**config.mk**
```make
export PLATFORM = sky130hd
export DESIGN_NAME = lru_key_value_cache_unit
export DESIGN_NICKNAME = d
export VERILOG_FILES = /design/src/lkvc_pkg.sv /design/src/lkvc_ctrl.sv /design/src/lkvc_dpath.sv /design/src/lru_key_value_cache_unit.sv
export SDC_FILE = /design/constraint.sdc
export NUM_CORES = 2
export LEC_CHECK = 0
export ABC_CLOCK_PERIOD_IN_PS = 9000
export BUFFER_PORTS_ARGS = -buffer_cell sky130_fd_sc_hd__buf_2
export CAP_MARGIN = 20
export CORE_UTILIZATION = 50
export CTS_CLUSTER_DIAMETER = 100
export DETAILED_ROUTE_END_ITERATION = 7
export GPL_ROUTABILITY_DRIVEN = 1
export PLACE_DENSITY_LB_ADDON = 0.15
export SLEW_MARGIN = 20
export SYNTH_ARGS = -nofsm -noshare
export SYNTH_HDL_FRONTEND = slang
export SYNTH_HIERARCHICAL = 1
export SYNTH_SLANG_ARGS = --single-unit
```
**constraint.sdc**
```tcl
create_clock -name clk -period 9 [get_ports clk]
set_clock_uncertainty 0.1 [all_clocks]
set_input_delay 0.9 -clock clk [delete_from_list [all_inputs] [get_ports clk]]
set_output_delay 0.9 -clock clk [all_outputs]
set_load 0.02 [all_outputs]
```
**src/lkvc_pkg.sv**
```systemverilog
`default_nettype none
// ---------------------------------------------------------------------------
// lkvc_pkg: shared types and constants for the LRU key-value cache
// Field widths, transaction structs and controller command bundle.
// ---------------------------------------------------------------------------
package lkvc_pkg;

  localparam int KEY_BITS    = 16;
  localparam int VALUE_BITS  = 32;
  localparam int CFG_BITS    = 5;
  localparam int ENTRIES_DEF = 16;

  localparam logic [CFG_BITS-1:0] CAP_RESET = 5'd16;

  localparam logic CMD_GET = 1'b0;
  localparam logic CMD_PUT = 1'b1;

  typedef struct packed {
    logic                  cmd;
    logic [KEY_BITS-1:0]   key;
    logic [VALUE_BITS-1:0] value;
  } in_item_t;

  typedef struct packed {
    logic                  found;
    logic [VALUE_BITS-1:0] read_value;
    logic                  evicted;
    logic [KEY_BITS-1:0]   evicted_key;
  } out_item_t;

  typedef struct packed {
    logic capture;  // latch lookup results for the accepted transaction
    logic commit;   // apply the update and emit the result
  } ctrl_cmd_t;

endpackage
`default_nettype wire

```
**src/lkvc_ctrl.sv**
```systemverilog
`default_nettype none
// ---------------------------------------------------------------------------
// lkvc_ctrl: cache controller
// Two-state sequencer: accept and look up, then commit the update.
// ---------------------------------------------------------------------------
module lkvc_ctrl (
  input  wire logic              clk,
  input  wire logic              rst_n,
  input  wire logic              start,
  output logic                   busy,
  output lkvc_pkg::ctrl_cmd_t    ctl
);
  import lkvc_pkg::*;

  typedef enum logic [1:0] {
    ST_IDLE   = 2'b01,
    ST_UPDATE = 2'b10
  } state_t;

  state_t state_r, state_nxt;

  always_comb begin
    state_nxt = state_r;
    case (state_r)
      ST_IDLE: begin
        if (start) state_nxt = ST_UPDATE;
      end
      ST_UPDATE: begin
        state_nxt = ST_IDLE;
      end
      default: begin
        state_nxt = ST_IDLE;
      end
    endcase
  end

  always_ff @(posedge clk) begin
    if (!rst_n) begin
      state_r <= ST_IDLE;
    end else begin
      state_r <= state_nxt;
    end
  end

  assign busy        = (state_r != ST_IDLE);
  assign ctl.capture = (state_r == ST_IDLE) && start;
  assign ctl.commit  = (state_r == ST_UPDATE);

  a_state_onehot: assert property (@(posedge clk) disable iff (!rst_n)
    $onehot(state_r))
    else $error("controller state not one-hot");

  a_commit_follows_capture: assert property (@(posedge clk) disable iff (!rst_n)
    ctl.capture |=> ctl.commit)
    else $error("commit did not follow capture");

  a_commit_single: assert property (@(posedge clk) disable iff (!rst_n)
    ctl.commit |=> !ctl.commit)
    else $error("commit held for more than one cycle");

endmodule
`default_nettype wire

```
**src/lkvc_dpath.sv**
```systemverilog
`default_nettype none
// ---------------------------------------------------------------------------
// lkvc_dpath: cache datapath
// Key compare lanes, recency ranks, value memory and result register.
// ---------------------------------------------------------------------------
module lkvc_dpath #(
  parameter int ENTRIES = lkvc_pkg::ENTRIES_DEF
) (
  input  wire logic                          clk,
  input  wire logic                          rst_n,
  input  wire lkvc_pkg::ctrl_cmd_t           ctl,
  input  wire lkvc_pkg::in_item_t            req,
  input  wire logic                          cfg_we,
  input  wire logic [lkvc_pkg::CFG_BITS-1:0] cfg_data,
  output logic                               res_valid,
  output lkvc_pkg::out_item_t                res
);
  import lkvc_pkg::*;

  localparam int RW   = $clog2(ENTRIES);
  localparam int CW   = $clog2(ENTRIES + 1);
  localparam int CAPW = (CW > CFG_BITS) ? CW : CFG_BITS;

  // stored state
  logic [ENTRIES-1:0]    valid_r, valid_nxt;
  logic [KEY_BITS-1:0]   keys_r [ENTRIES];
  logic [RW-1:0]         rank_r [ENTRIES];
  logic [RW-1:0]         rank_nxt [ENTRIES];
  logic [CW-1:0]         occ_r, occ_nxt;
  logic [CFG_BITS-1:0]   cap_r;
  logic [VALUE_BITS-1:0] mem [ENTRIES];
  logic [VALUE_BITS-1:0] rd_r;

  // lookup
  logic [ENTRIES-1:0]    hit_vec, lru_vec;
  logic                  hit_any;
  logic [RW-1:0]         hit_idx, lru_idx, hit_rank;
  logic [KEY_BITS-1:0]   lru_key;
  logic [CW-1:0]         occ_m1;
  logic [RW-1:0]         occ_last;
  logic [CAPW-1:0]       cap_ext, cap_eff, occ_ext;
  logic                  is_put, do_fill, do_evict;
  logic [RW-1:0]         slot;

  // captured transaction
  logic                  put_r, hit_r, fill_r, evict_r;
  logic [KEY_BITS-1:0]   key_r, ev_key_r;
  logic [VALUE_BITS-1:0] val_r;
  logic [RW-1:0]         slot_r, old_rank_r;

  // result
  logic                  out_valid_r;
  out_item_t             out_r;

  assign occ_m1   = occ_r - CW'(1);
  assign occ_last = occ_m1[RW-1:0];

  // Valid entries always form a prefix, and their ranks are a permutation of
  // 0..occ-1, so the least recent entry is the one ranked occ-1.
  always_comb begin
    hit_idx  = '0;
    lru_idx  = '0;
    hit_rank = '0;
    lru_key  = '0;
    for (int i = 0; i < ENTRIES; i++) begin
      hit_vec[i] = valid_r[i] && (keys_r[i] == req.key);
      lru_vec[i] = valid_r[i] && (rank_r[i] == occ_last);
      if (hit_vec[i]) begin
        hit_idx  = hit_idx | RW'(i);
        hit_rank = hit_rank | rank_r[i];
      end
      if (lru_vec[i]) begin
        lru_idx = lru_idx | RW'(i);
        lru_key = lru_key | keys_r[i];
      end
    end
  end

  assign hit_any = |hit_vec;

  always_comb begin
    cap_ext = CAPW'(cap_r);
    occ_ext = CAPW'(occ_r);
    if (cap_ext == '0) begin
      cap_eff = CAPW'(1);
    end else if (cap_ext > CAPW'(ENTRIES)) begin
      cap_eff = CAPW'(ENTRIES);
    end else begin
      cap_eff = cap_ext;
    end
  end

  assign is_put   = (req.cmd == CMD_PUT);
  assign do_fill  = is_put && !hit_any && (occ_ext < cap_eff);
  assign do_evict = is_put && !hit_any && !do_fill;
  assign slot     = hit_any ? hit_idx : (do_fill ? occ_r[RW-1:0] : lru_idx);

  always_ff @(posedge clk) begin
    if (ctl.capture) begin
      put_r      <= is_put;
      hit_r      <= hit_any;
      fill_r     <= do_fill;
      evict_r    <= do_evict;
      key_r      <= req.key;
      val_r      <= req.value;
      slot_r     <= slot;
      old_rank_r <= hit_any ? hit_rank : occ_last;
      ev_key_r   <= lru_key;
    end
  end

  // value memory: read at lookup, written at commit
  always_ff @(posedge clk) begin
    if (ctl.commit && (fill_r || evict_r || (hit_r && put_r))) begin
      mem[slot_r] <= val_r;
    end
    if (ctl.capture) begin
      rd_r <= mem[hit_idx];
    end
  end

  always_ff @(posedge clk) begin
    if (ctl.commit && (fill_r || evict_r)) begin
      keys_r[slot_r] <= key_r;
    end
  end

  always_comb begin
    valid_nxt = valid_r;
    rank_nxt  = rank_r;
    occ_nxt   = occ_r;
    if (ctl.commit) begin
      if (fill_r) begin
        // age every resident entry, new one becomes most recent
        for (int i = 0; i < ENTRIES; i++) begin
          if (valid_r[i]) rank_nxt[i] = rank_r[i] + RW'(1);
        end
        valid_nxt[slot_r] = 1'b1;
        rank_nxt[slot_r]  = '0;
        occ_nxt           = occ_r + CW'(1);
      end else if (hit_r || evict_r) begin
        // age only entries more recent than the touched one
        for (int i = 0; i < ENTRIES; i++) begin
          if (valid_r[i] && (RW'(i) != slot_r) && (rank_r[i] < old_rank_r)) begin
            rank_nxt[i] = rank_r[i] + RW'(1);
          end
        end
        rank_nxt[slot_r] = '0;
      end
    end
  end

  always_ff @(posedge clk) begin
    if (!rst_n) begin
      valid_r <= '0;
      occ_r   <= '0;
      cap_r   <= CAP_RESET;
      for (int i = 0; i < ENTRIES; i++) rank_r[i] <= '0;
    end else begin
      valid_r <= valid_nxt;
      occ_r   <= occ_nxt;
      rank_r  <= rank_nxt;
      if (cfg_we) cap_r <= cfg_data;
    end
  end

  always_ff @(posedge clk) begin
    if (!rst_n) begin
      out_valid_r <= 1'b0;
    end else begin
      out_valid_r <= ctl.commit;
    end
  end

  always_ff @(posedge clk) begin
    if (ctl.commit) begin
      out_r.found       <= hit_r;
      out_r.read_value  <= (hit_r && !put_r) ? rd_r : '0;
      out_r.evicted     <= evict_r;
      out_r.evicted_key <= evict_r ? ev_key_r : '0;
    end
  end

  assign res_valid = out_valid_r;
  assign res       = out_r;

  a_hit_unique: assert property (@(posedge clk) disable iff (!rst_n)
    $onehot0(hit_vec))
    else $error("key resident in more than one entry");

  a_lru_unique: assert property (@(posedge clk) disable iff (!rst_n)
    $onehot0(lru_vec))
    else $error("more than one least recent entry");

  a_valid_matches_count: assert property (@(posedge clk) disable iff (!rst_n)
    $countones(valid_r) == int'(occ_r))
    else $error("valid marks disagree with occupancy count");

  a_evict_has_victim: assert property (@(posedge clk) disable iff (!rst_n)
    (ctl.capture && do_evict) |-> (lru_vec != '0))
    else $error("eviction without a least recent entry");

endmodule
`default_nettype wire

```
**src/lru_key_value_cache_unit.sv**
```systemverilog
`default_nettype none
// ---------------------------------------------------------------------------
// lru_key_value_cache_unit: fully associative LRU key-value cache
// Get/put transactions against a small store with least-recently-used
// replacement and a programmable capacity.
// ---------------------------------------------------------------------------
// Result: the commit state is registered into the result strobe out_valid.
// Each transaction has a lookup phase (parallel key compare and value memory
//   read) and a commit phase (rank update, write); no start is taken in commit.
// busy is high for the commit cycle only; the result register lets the next
//   start be accepted while the previous result is on the output.
// Reset (rst_n low, synchronous): cache empty, capacity_in_use = 16.
module lru_key_value_cache_unit #(
  parameter int ENTRIES = lkvc_pkg::ENTRIES_DEF
) (
  input  wire logic                          clk,
  input  wire logic                          rst_n,
  // request transaction
  input  wire logic                          start,
  output logic                               busy,
  input  wire lkvc_pkg::in_item_t            in_req,
  // result transaction, one cycle strobe, no back-pressure
  output logic                               out_valid,
  output lkvc_pkg::out_item_t                out_res,
  // capacity register write
  input  wire logic                          cfg_valid,
  output logic                               cfg_ready,
  input  wire logic [lkvc_pkg::CFG_BITS-1:0] cfg_data
);
  import lkvc_pkg::*;

  ctrl_cmd_t ctl;

  // Always take configuration; user ensures it is written only while idle (unenforced).
  assign cfg_ready = 1'b1;

  // Sequence accept -> commit.
  lkvc_ctrl u_ctrl (
    .clk   (clk),
    .rst_n (rst_n),
    .start (start),
    .busy  (busy),
    .ctl   (ctl)
  );

  // Look up on accept, update state and drive the result on commit.
  lkvc_dpath #(
    .ENTRIES (ENTRIES)
  ) u_dpath (
    .clk       (clk),
    .rst_n     (rst_n),
    .ctl       (ctl),
    .req       (in_req),
    .cfg_we    (cfg_valid && cfg_ready),
    .cfg_data  (cfg_data),
    .res_valid (out_valid),
    .res       (out_res)
  );

  // an accepted request raises busy in the following cycle
  a_accept_busy: assert property (@(posedge clk) disable iff (!rst_n)
    (start && !busy) |=> busy)
    else $error("busy not raised after accept");

  // every accepted transaction yields a result strobe via the commit state and result register
  a_result_latency: assert property (@(posedge clk) disable iff (!rst_n)
    (start && !busy) |-> ##2 out_valid)
    else $error("result strobe missing");

  // result strobe lands in an idle cycle
  a_result_idle: assert property (@(posedge clk) disable iff (!rst_n)
    out_valid |-> !busy)
    else $error("result strobe while busy");

endmodule
`default_nettype wire
```
### After elaboration in Yosys (flattened, before gate mapping)

Memory sizes are Yosys's and may differ from the RTL's. A register that Yosys moved wholly into a read port is not among the register bits.
Index checks and enable logic that the tools add are counted.

* equality and inequality tests: 50
* multiplexer cells: 189
* add/sub/neg operators: 18
* reduce and logical (&&, ||, !) cells: 87
* magnitude comparators: 22
* bitwise gates (word level): 35

Operators by type and width (count)
* $mux W4: 148
* $eq A16 B16 Y1: 16
* $mux W16: 16
* $or A16 B16 Y16: 16
* $and A64 B64 Y64: 2
* $mux W64: 2
* $logic_and A1 B1 Y1: 74
* $add A4 B1 Y4 const B: 16
* $eq A4 B4 Y1: 16
* $lt A4 B4 Y1: 16
* $not A64 Y64: 1
* $or A4 B4 Y4: 15
* $ne A4 B4 Y1 const A: 8
* $mux W3: 8
* $demux W4 S4: 1
* $ne A3 B4 Y1 const A: 4
* $reduce_or A16 Y1: 1
* $mux W5: 2
* $mux W2: 4
* $ne A2 B4 Y1 const A: 2
* $mux W1: 7
* $reduce_and A2 Y1: 3
* $add A5 B1 Y5 const B: 1
* $ge A5 B5 Y1 const B: 1
* 17 further kinds: 21

* bits in writable memories: 768
* register bits: 219
* input bits: 58
* logic and storage cells: 437
* memories: 2

Memory list
* u_dpath.mem: words 16, bits a word 32, read ports 1, clocked after memory_dff 1, write ports 1, RTL line lkvc_dpath.sv:31 `logic [VALUE_BITS-1:0] mem [ENTRIES];`
* u_dpath.keys_r: words 16, bits a word 16, read ports 16, clocked after memory_dff 0, write ports 1, RTL line lkvc_dpath.sv:26 `logic [KEY_BITS-1:0] keys_r [ENTRIES];`

### Logic depth before layout (Yosys ltp)

An unclocked memory read counts as a cell.

* depth in word-level cells: 35
* depth in mapped cells: 14
* gate-level depth less buffers: 10

### Modules after synthesis

Netlist, hierarchy kept.

By module, submodules not included
* lkvc_dpath: times used 1, area an instance 44998.2 µm², cells each 3212, seq. area each 29628.4 µm²
* lkvc_ctrl: times used 1, area an instance 81.3 µm², cells each 7, seq. area each 40.0 µm²
* lru_key_value_cache_unit: times used 1, area an instance 11.3 µm², cells each 2, seq. area each 0.0 µm²

### Worst setup path after synthesis

No wires, ideal clock.

* path kind: register -> register
* start: register u_ctrl.state_r[1]
* end: memory u_dpath.mem[13][0], enable pin
* stages on the path, launching flop included: 8
* buffers on the path: 2
* data arrival time: 5.891 ns
* required time: 8.479 ns
* path slack: 2.587 ns
* clock period less this slack: 6.413 ns
* cells stage by stage: dfxtp_1 > nor2b_1 > o21ai_1 > nand2_1 > clkbuf_1 > o31ai_1 > clkbuf_1 > nor2_1

RTL lines
* start: declaration: RTL line lkvc_ctrl.sv:20 `state_t state_r, state_nxt;`
* start signal: assignment: RTL line lkvc_ctrl.sv:41 `state_r <= state_nxt;`
* end: declaration: RTL line lkvc_dpath.sv:31

### Worst setup path after layout

* start: input port in_req[38] (netlist name)
* end: register u_dpath.rd_r[3] (read register of u_dpath.mem) (data pin)

* cells in the longest elaborated chain, start to end: 17
* elaborated cells between the ends (all ways): 45

RTL lines
* start: declaration: RTL line lru_key_value_cache_unit.sv:21 `input wire lkvc_pkg::in_item_t in_req,`
* $eq A16 B16 Y1: RTL line lkvc_dpath.sv:66 `hit_vec[i] = valid_r[i] && (keys_r[i] == req.key);`
* $logic_and A1 B1 Y1: RTL line lkvc_dpath.sv:66
* $mux W1: RTL line lkvc_dpath.sv:68 `if (hit_vec[i]) begin`
* $mux W2 (2 in a row): RTL line lkvc_dpath.sv:68
* $mux W3 (4 in a row): RTL line lkvc_dpath.sv:68
* $mux W4 (7 in a row): RTL line lkvc_dpath.sv:68
* $mux W4 (*): RTL line lkvc_dpath.sv:68
* end: declaration: RTL line lkvc_dpath.sv:32 `logic [VALUE_BITS-1:0] rd_r;`

Mark *: on every way between the ends. The rest lies on a longest branch, timed or not.
A chain may end at the register's enable or synchronous reset.

==> flow_summary.ini <==
[yosys]
synth_warnings = 6
synth.most_common_cell = edfxtp_1
synth_edf_count = 926
synthTopCellsByCount = 926 x edfxtp_1, 238 x mux2i_1, 233 x nor2_1
synthArstFlopShare_pct = 0
synth-main-ff-cell = edfxtp_1
synth-seq-cells = 1019
yosys.cell_types.count = 62
avgSynthCellArea_um2 = 14.0
synth_area_leaders = edfxtp_1 62%, mux2i_1 5.3%, dfxtp_1 4.1%
syn_nets = 3349
synth_top_area_share_pct = 61.7
ys_seq_area_share_pct = 65.8
syn_area_mm2 = 0.0451
syn_inst = 3221
synth_largest_area_cell = edfxtp_1

[die]
die_w_um = 302
die_y_um = 302
die_area_mm2 = 0.0914
num_io_pins = 111
start_util_pct = 50.7
core_area_mm2 = 0.0889
row_count = 109

[timing]
tightest_slew_ps = 1210
setup_viol = 0
min_period_ps = 4750
final-hold-violation-count = 0
maxSlewViolCount = 0
timing.final.ws_setup_ps = 4250
fmax_ghz = 0.210
slew_headroom_pct = 18.0
rsz0062_at_grt = no
setup_tns_ps = 0
min_period_over_period_pct = 52.8

[finish]
fin_cells = 4587
synthToLayoutAreaGrowth_pct = 11.5
final_area_mm2 = 0.0503
final_nets = 3461
drive_gt1_share_pct = 11.5

[hold_path]
hp-start = in_req[23]
hp-class = in2reg

[place]
dp_hpwl_um = 80800
dp_slack_ps = 3530
io_buffers = 109
dpl_cell_area_mm2 = 0.0468
gp_congestion = 0.983
dp.cells = 4390

[critical_path]
crit_fanout = 71
critical_path.max_stage_delay_ps = 750
cp_slowest_cell = buf_4
arrival_ps = 5030
crit_required_ps = 9280
startpoint = in_req[38]
path_buf_inv = 3
worstReg2RegStart = u_dpath/keys_r[11][6]$_DFFE_PP_
path_class = in2reg
start_kind = input pin
crit_family = buffers and inverters
cp-end-kind = flip-flop
crit_chain = buf_2, xor2_1, nor4_1, and3_1, and4_1, or4_4, nor2_4, buf_4, buf_4, o22ai_1, mux2i_1, mux2i_1

[clock_tree]
cts-root-buf = clkbuf_16
cts_setup_buffers = 0
path_clk_slew_ps = 60
cts_hold_buf = 0
numCtsBuffers = 106
cts_max_level = 3
cts_resized = 0
cts_buffer_depth = 3
cts.sinks = 1019
cts_tree = done
clock_latency_ps = 700

[flow_run]
maxCapViolCount = 0

[drt]
vias_per_cell = 6.31
drt_iter0_drc = 3795
drtPass1Iterations = 8
ant_nets = 0
vias = 28945
wirelength_um = 136000
wl_per_cell_um = 29.7
post-route-drc-count = 0

[outcome]
outcome = complete, no violations

[global_route]
grt_pass1_vias = 27652
grt_overflow = 0
top_usage_layer = met2
grt_usage_pct = 29.8
grt_antenna_before_repair = 6
grt_first_pass_wirelength_um = 195000
grt_max_degree = 153
gr-usage-met1_pct = 44.2
grt_use_met2_pct = 45.4
met3_usage_pct = 5.44

[power]
power_density_mw_per_mm2 = 196
power_mw = 9.87
p_leak_nw = 18.7
ir_drop_mv = 0.157
==> sequential cells by signal (all words and copies together), names as in the netlist, 5 cells and up <==
register          cells
u_dpath/mem         512
u_dpath/keys_r      256
u_dpath/rank_r       64
u_dpath/res          50
u_dpath/rd_r         32
u_dpath/val_r        32
u_dpath/ev_key_r     16
u_dpath/key_r        16
u_dpath/valid_r      16
u_dpath/cap_ext       5
u_dpath/occ_ext       5
==> stage by stage <==
stage / util, % / hold WS (ps)
after global routing: 56.5 / 257
after CTS: 56.5 / 236
after global placement: 52.7 / 375
after detailed placement: 52.7 / 386
final: 56.5 / 271
after floorplan: - / 324
==> path summary, 6_finish.rpt <==
path	end	slack, ps	cells after the start
worst max register to register	u_dpath/rd_r[3]$_DFFE_PP_	4450	11
worst min register to register	u_dpath/res[49]$_DFFE_PP_	400	0
worst min-delay path	u_dpath/val_r[23]$_DFFE_PP_	270	1
worst max-delay path	u_dpath/rd_r[3]$_DFFE_PP_	4250	12
==> final cells by class <==
cell class                 count  area [µm²]
tap                         1165        1460
antenna                        2        5.00
inverter                      11        41.3
clock inverter                59         583
sequential                  1019       29700
clock buffer                 136        2830
timing repair buffer         179        1080
fill                        7063       38700
multi-input combinational   2016       14600
==> report_power, final <==
| group | internal, mW | total [mW] | switching [mW] | leakage [nW] |
|---|---|---|---|---|
| sequential | 5.21 | 5.29 | 0.0728 | 9.14 |
| clock | 2.48 | 4.31 | 1.84 | 1.66 |
| combinational | 0.0726 | 0.265 | 0.193 | 7.91 |
| total | 7.76 | 9.87 | 2.10 | 18.7 |
==> cell usage in the layout, fill, tap and decap left out, drive strengths merged, types with 75 or more instances in the layout <==
cell type	netlist	routed
edfxtp	926	926
mux2i	238	238
nor2	234	234
o21ai	200	200
xor2	193	193
buf	104	179
clkbuf	71	136
o22ai	134	134
xnor2	133	133
dfxtp	93	93
nand2	84	84
and2	75	75
==> per-layer routing <==
metal	vias to the layer above	routed length, µm
met1	14706	59300
li1	12577	-
met5	-	43
met3	214	12900
met4	8	2800
met2	1440	61400
==> cell families after synthesis <==
| kind of cell | count (synthesis) | synth area share [%] |
|---|---|---|
| XOR/XNOR | 326 | 6.39 |
| other | 1 | 0.00832 |
| adder cells (fa/ha/maj) | 70 | 1.94 |
| AO/OA/AOI/OAI | 668 | 9.81 |
| buffers and inverters | 186 | 2.45 |
| AND/OR/NAND/NOR | 709 | 8.22 |
| flip-flops | 1019 | 65.8 |
| multiplexers | 242 | 5.38 |
(Power assumes the default switching activity.)
